**src/hw/rtl/erttd_pkg.sv**
```systemverilog
// shared constants and register codes for the emitter rate block
package erttd_pkg;

	localparam int FRAC_BITS_DEF = 16;
	localparam int DT_W = 16;
	localparam int POS_W = 32;
	localparam int CNT_W = 16;
	localparam int CFG_W = 32;
	localparam int IDX_W = 3;
	localparam int DIST_W = 34;
	localparam int SUM_W = 66;
	localparam int DIV_W = 64;
	localparam int T_W = 31;
	localparam logic [CNT_W-1:0] COUNT_MAX = 16'hFFFF;
	localparam logic [30:0] SPACING_RESET = 31'd65536;

	typedef enum logic [IDX_W-1:0] {
		REG_RATE          = 3'd0,
		REG_SPACING       = 3'd1,
		REG_TELEPORT      = 3'd2,
		REG_MAX_PER_FRAME = 3'd3,
		REG_LOOPING       = 3'd4
	} reg_idx_t;

endpackage

```
**src/hw/rtl/erttd_div.sv**
```systemverilog
// iterative restoring divider, one quotient bit per cycle
module erttd_div import erttd_pkg::*; (
	input  logic              clk,
	input  logic              arst_n,
	input  logic              go,
	input  logic [DIV_W-1:0]  num,
	input  logic [DIST_W-1:0] den,
	output logic              done,
	output logic [DIV_W-1:0]  quo,
	output logic [DIST_W-1:0] rem
);

	localparam int CW = $clog2(DIV_W);

	logic              busy_q;
	logic              done_q;
	logic [CW-1:0]     cnt_q;
	logic [DIV_W-1:0]  n_q;
	logic [DIV_W-1:0]  q_q;
	logic [DIST_W-1:0] r_q;
	logic [DIST_W-1:0] d_q;
	logic [DIST_W:0]   r2;
	logic              ge;

	assign r2 = {r_q, n_q[DIV_W-1]};
	assign ge = r2 >= {1'b0, d_q};

	always_ff @(posedge clk or negedge arst_n) begin
		if (!arst_n) begin
			busy_q <= 1'b0;
			done_q <= 1'b0;
			cnt_q  <= '0;
		end else begin
			done_q <= 1'b0;
			if (go) begin
				busy_q <= 1'b1;
				cnt_q  <= '0;
			end else if (busy_q) begin
				cnt_q <= cnt_q + 1'b1;
				if (cnt_q == CW'(DIV_W - 1)) begin
					busy_q <= 1'b0;
					done_q <= 1'b1;
				end
			end
		end
	end

	always_ff @(posedge clk) begin
		if (go) begin
			n_q <= num;
			d_q <= den;
			r_q <= '0;
			q_q <= '0;
		end else if (busy_q) begin
			n_q <= {n_q[DIV_W-2:0], 1'b0};
			q_q <= {q_q[DIV_W-2:0], ge};
			r_q <= ge ? DIST_W'(r2 - {1'b0, d_q}) : r2[DIST_W-1:0];
		end
	end

	assign done = done_q;
	assign quo  = q_q;
	assign rem  = r_q;

endmodule

```
**config.mk**
```make
export PLATFORM = sky130hd
export DESIGN_NAME = erttd_div
export DESIGN_NICKNAME = d
export VERILOG_FILES = /design/src/hw/rtl/erttd_pkg.sv /design/src/hw/rtl/erttd_div.sv
export SDC_FILE = /design/constraint.sdc
export NUM_CORES = 1
export LEC_CHECK = 0
export BUFFER_PORTS_ARGS = -buffer_cell sky130_fd_sc_hd__buf_4
export CAP_MARGIN = 40
export CELL_PAD_IN_SITES_DETAIL_PLACEMENT = 1
export CELL_PAD_IN_SITES_GLOBAL_PLACEMENT = 2
export CORE_ASPECT_RATIO = 0.75
export CORE_MARGIN = 3
export CORE_UTILIZATION = 35
export DETAILED_ROUTE_END_ITERATION = 7
export PLACE_DENSITY_LB_ADDON = 0.1
export SETUP_SLACK_MARGIN = 0.05
export SYNTH_ARGS = -nofsm -noshare
export SYNTH_HDL_FRONTEND = slang
export SYNTH_SLANG_ARGS = --single-unit
```
**constraint.sdc**
```tcl
create_clock -name clk -period 3.7 [get_ports clk]
set_clock_uncertainty 0.15 [all_clocks]
set_input_delay 0.185 -clock clk [delete_from_list [all_inputs] [get_ports clk]]
set_output_delay 0.185 -clock clk [all_outputs]
set_load 0.01 [all_outputs]
```
== Yosys cells after proc, flatten, opt, wreduce, memory -nomap -nowiden ==
Cells that the tools add are included.
Word-level totals
  flip-flop bits (word level): 204
  input port bits: 101
  logic and storage cells: 23
Operators by class
  $add $sub $neg: 2
  $lt $le $gt $ge: 1
  equal/unequal tests: 1
  mux-type cells: 11
  reduce and logical (&&, ||, !) cells: 1
Operators with widths (number)
  $mux W64: 2
  $ge A35 B34 Y1: 1
  $mux W34: 1
  $sub A34 B34 Y34: 1
  $mux W6: 2
  $add A6 B1 Y6 const B: 1
  $eq A6 B6 Y1 const B: 1
  $mux W1: 6
  $reduce_bool A2 Y1: 1

== Longest topological paths before layout ==
  word-level depth: 4
  mapped depth: 13

== Worst setup path before layout ==
Ideal clock, no wire load.
  path type: reg2reg
  start: register n_q[63]
  end: register r_q[30] (netlist: rem[30])
  setup time: 116 ps
  data arrival time: 2816 ps
  required time: 3434 ps
  setup slack: 618 ps
  stages on the path, launching flop included: 14
  path buffers: 0
  clock period less this slack: 3082 ps
  cells stage by stage: edfxtp_1 > inv_1 > ha_1 > inv_1 > fa_1 > a21o_1 > a221oi_1 > o211a_1 > o31ai_4 > a21oi_2 > o41ai_4 > a31oi_1 > nand4b_1 > and3_1
Between the ends
  longest elaborated chain between the ends: 2
  elaborated cells on any way between the ends: 3
  those cells by class: add/sub (1); order compare (1); mux (1)
RTL lines
  from (decl): line erttd_div.sv:18  | logic [DIV_W-1:0] n_q;
  from (signal assigned): line erttd_div.sv:50  | n_q <= num;
  from (signal assigned): line erttd_div.sv:55  | n_q <= {n_q[DIV_W-2:0], 1'b0};
  $sub A34 B34 Y34 or $ge A35 B34 Y1 (tied branches): line erttd_div.sv:57, erttd_div.sv:26
  $mux W34 (*): line erttd_div.sv:57  | r_q <= ge ? DIST_W'(r2 - {1'b0, d_q}) : r2[DIST_W-1:0];
  to (signal assigned): line erttd_div.sv:57
  to (decl): line erttd_div.sv:20  | logic [DIST_W-1:0] r_q;
Mark *: on every way between the ends. The rest lies on a longest branch, timed or not.
A chain may end at the register's enable or synchronous reset.

== Worst setup path in the final report ==
Same ends and word-level chain as after synthesis.

==> summary.txt <==
Setup path
  • Crit-path cells: inv_1 > ha_1 > inv_1 > fa_1 > a21o_1 > a221oi_2 > o211a_1 > o31ai_4 > a21oi_2 > o41ai_4 > a31oi_1 > nand4b_1 > and3_1
  • Startpoint Class: register
  • CP max stage delay: 390 ps
  • Worst setup EP type: register
  • CP Max Fanout: 4
  • Worst path slowest cell: fa_1
  • Worst Path Required: 3970 ps
  • Crit path DAT: 3530 ps
  • WP buf/inv: 2
  • CP Class: register to register
  • Cell mode on critical path: inv_1
  • CP top delay family: compound AO/OA/AOI/OAI gates

Cells and area
  • Share of cells above drive strength 1: 27.3%
  • Final Non-Filler Cells: 1550
  • Fillers: 2975
  • Multi-input logic area: 4240 um2
  • Fin nets: 1316
  • Register area: 5110 um2
  • Core Util, Final: 48.9%
  • Area growth, synth to finish: 36.0%

Global routing
  • Global route total overflow: 0
  • Total track usage: 17.8%
  • First-pass GRT wire length: 43200 um
  • Vias in the first global route: 8006
  • Initial antenna violation count: 2
  • Largest net degree at the start of global routing: 123

Synth
  • Ys async rst share: 3.92%
  • Top-count cell post-synth: nor2_1
  • Synthesized area per cell: 11.0 um2
  • Sequential cell area fraction in the yosys report: 52.1%
  • Post-Syn Nets: 1029
  • Top cells by count, synth: nor2_1, dfxtp_1, edfxtp_1
  • Synth Register Bits: 204
  • Post-synth EDFFs: 98
  • Syn Std Cell Area: 9800 um2
  • Distinct cells, synth: 65
  • Top cells by area, synth: edfxtp_1, dfxtp_1, mux2_2
  • Top FF cell, synth: edfxtp_1
  • Cells after Synth: 892
  • Synthesis warning total: 0
  • Synth area leader: edfxtp_1
  • Top-area cell type share of the netlist area: 30.0%

Die
  • Die H: 151 um
  • Die width: 199 um
  • Initial Util: 35.9%
  • I/O Pins: 200
  • Die area: 30100 um2
  • Rows: 52
  • Core area: 27300 um2

Clock network
  • CTS Buf Count: 23
  • Root Driver: clkbuf_16
  • CTS tree: built
  • H-tree levels: 1
  • Clock Path Buffers: 3
  • Worst-skew pair later-pin latency: 530 ps
  • Clock Sinks: 204
  • CTS clk-pin slew, worst paths: 70 ps

STA
  • Fin crit share: 88.0%
  • Slew headroom: 43.2%
  • Setup TNS: 0 ps
  • Tmin final: 3260 ps
  • Final Hold Viols: 0
  • Tightest Pin Transition: 852 ps
  • Slew Viols, Final: 0
  • Fmax: 307 MHz
  • RSZ-0062 raised after global routing: false
  • # setup viols final: 0

Placed design
  • Hpwl dp: 17800 um
  • Dpl cells: 1405
  • IO buf count: 199
  • GP Congestion: 0.792

Route
  • Drt pass-1 iters: 4
  • DRC Markers: 0
  • Routed WL: 27100 um
  • Avg WL per Cell: 17.5 um
  • DR vias: 7640
  • Initial DRC count: 324
  • ANT nets after route: 0
  • Via-to-Cell Ratio: 4.93

Power and ir drop
  • Pwr Density: 601 nW/um2
  • Seq pwr share: 36.0%
  • Sw frac: 35.0%
  • Cell-internal power: 5.20 mW
  • Clock group share of total power: 28.8%
  • Switching Power: 2.81 mW
  • Worst vdd ir: 0.323 mV
  • Gate power share: 35.3%
  • Pleak: 6.13 nW

Run status
  • Status: complete, no violations

Worst hold path
  • HP Class: input pin to register

Flow run
  • Max Cap Violations: 0
## registers in the layout (all words and copies together) (netlist names)
signal	cells
rem	34
n_q	64
busy_q	1
done	1
d_q	34
cnt_q	6
quo	64
## cells by family after synthesis
group,Yosys count,synth area share (%)
buffers and inverters,96,4.70
XOR/XNOR,33,2.95
multiplexers,129,14.0
adder cells (fa/ha/maj),36,4.67
flip-flops,204,52.1
AND/OR/NAND/NOR,245,10.7
AO/OA/AOI/OAI,149,10.9
## repair_timing
| action | in CTS | in global routing |
|---|---|---|
| endpoints found under the hold margin | 106 | 0 |
| endpoints found under the setup margin | 0 | 1 |
| hold buffers | 100 | 0 |
| setup buffers | 0 | 0 |
| gates resized for setup | 0 | 1 |
## through the flow
stage	hold WS (ps)	total power, mW	instance area, um2	worst slack, ps
floorplan	-261	4.77	9800	618
global placement	-134	5.67	11500	410
detailed placement	-134	5.68	11500	351
CTS	36.6	8.12	13300	332
global route	73.7	8.56	13300	168
finish	71.0	8.01	13300	444
## power groups by stage
stage               Clock (mW)  Sequential [mW]  Combinational (mW)
detailed placement           0             2.93                2.75
finish                    2.30             2.88                2.82
CTS                       2.38             2.88                2.85
global route              2.47             2.92                3.17
global placement             0             2.92                2.74
floorplan                    0             2.94                1.83
## routing by layer
metal  part of all wire [%]  vias up  wire, um  global-route usage, %
met3                    5.1       29      1400                   4.40
met2                     46      132     12500                   29.4
met4                    1.3        0       356                   3.13
met5                      0        -         0                      0
li1                       -     3773         -                      -
met1                     47     3706     12900                   24.2
## cells in the final DEF, fill, tap and decap left out, drive strengths merged, types with 3 or more instances in the layout
cell         Yosys  layout
a211oi           8       8
buf             16     209
a21oi           40      40
o21ai           23      23
a21o            13      13
dfrtp            8       8
o31ai            4       4
nor4             3       3
dlygate4sd3      0     100
nand4            7       7
edfxtp          98      98
nand3            9       9
clkinvlp         0       4
dfxtp           98      98
a41oi            3       3
nor3             9       9
and3             5       5
nor2           116     116
a311oi          25      25
nand4b           3       3
o211ai           4       4
o21bai           5       5
clkbuf          30      28
mux2            63      63
xor2            15      15
ha              35      35
xnor2           18      18
nand2b           5       5
diode            0       3
or3              3       3
mux2i           66      66
inv             49      52
nand2           77      77
a31oi            9       9
clkinv           0       6
and2             3       3
## final timing paths
path / start / end / slack (ps) / cells after the start
min reg2reg: quo[63] / quo[63] / 360 / 2
max in group asynchronous: arst_n / busy_q / 2600 / 3
min in group asynchronous: arst_n / cnt_q[3] / 500 / 3
max reg2reg: n_q[63] / rem[30] / 440 / 13
min: go / d_q[3] / 70 / 1
max: n_q[63] / rem[30] / 440 / 13
## area by class of cell
type	instances	area share, %
flip-flops and latches	204	38.3
multi-input cells	592	31.8
repair buffers	309	19.4
clock buffers	28	4.77
well taps	351	3.30
inverters	49	1.38
clock inverters	14	0.911
diodes	3	0.0564
Note: power is estimated with default switching activity, not from simulation.
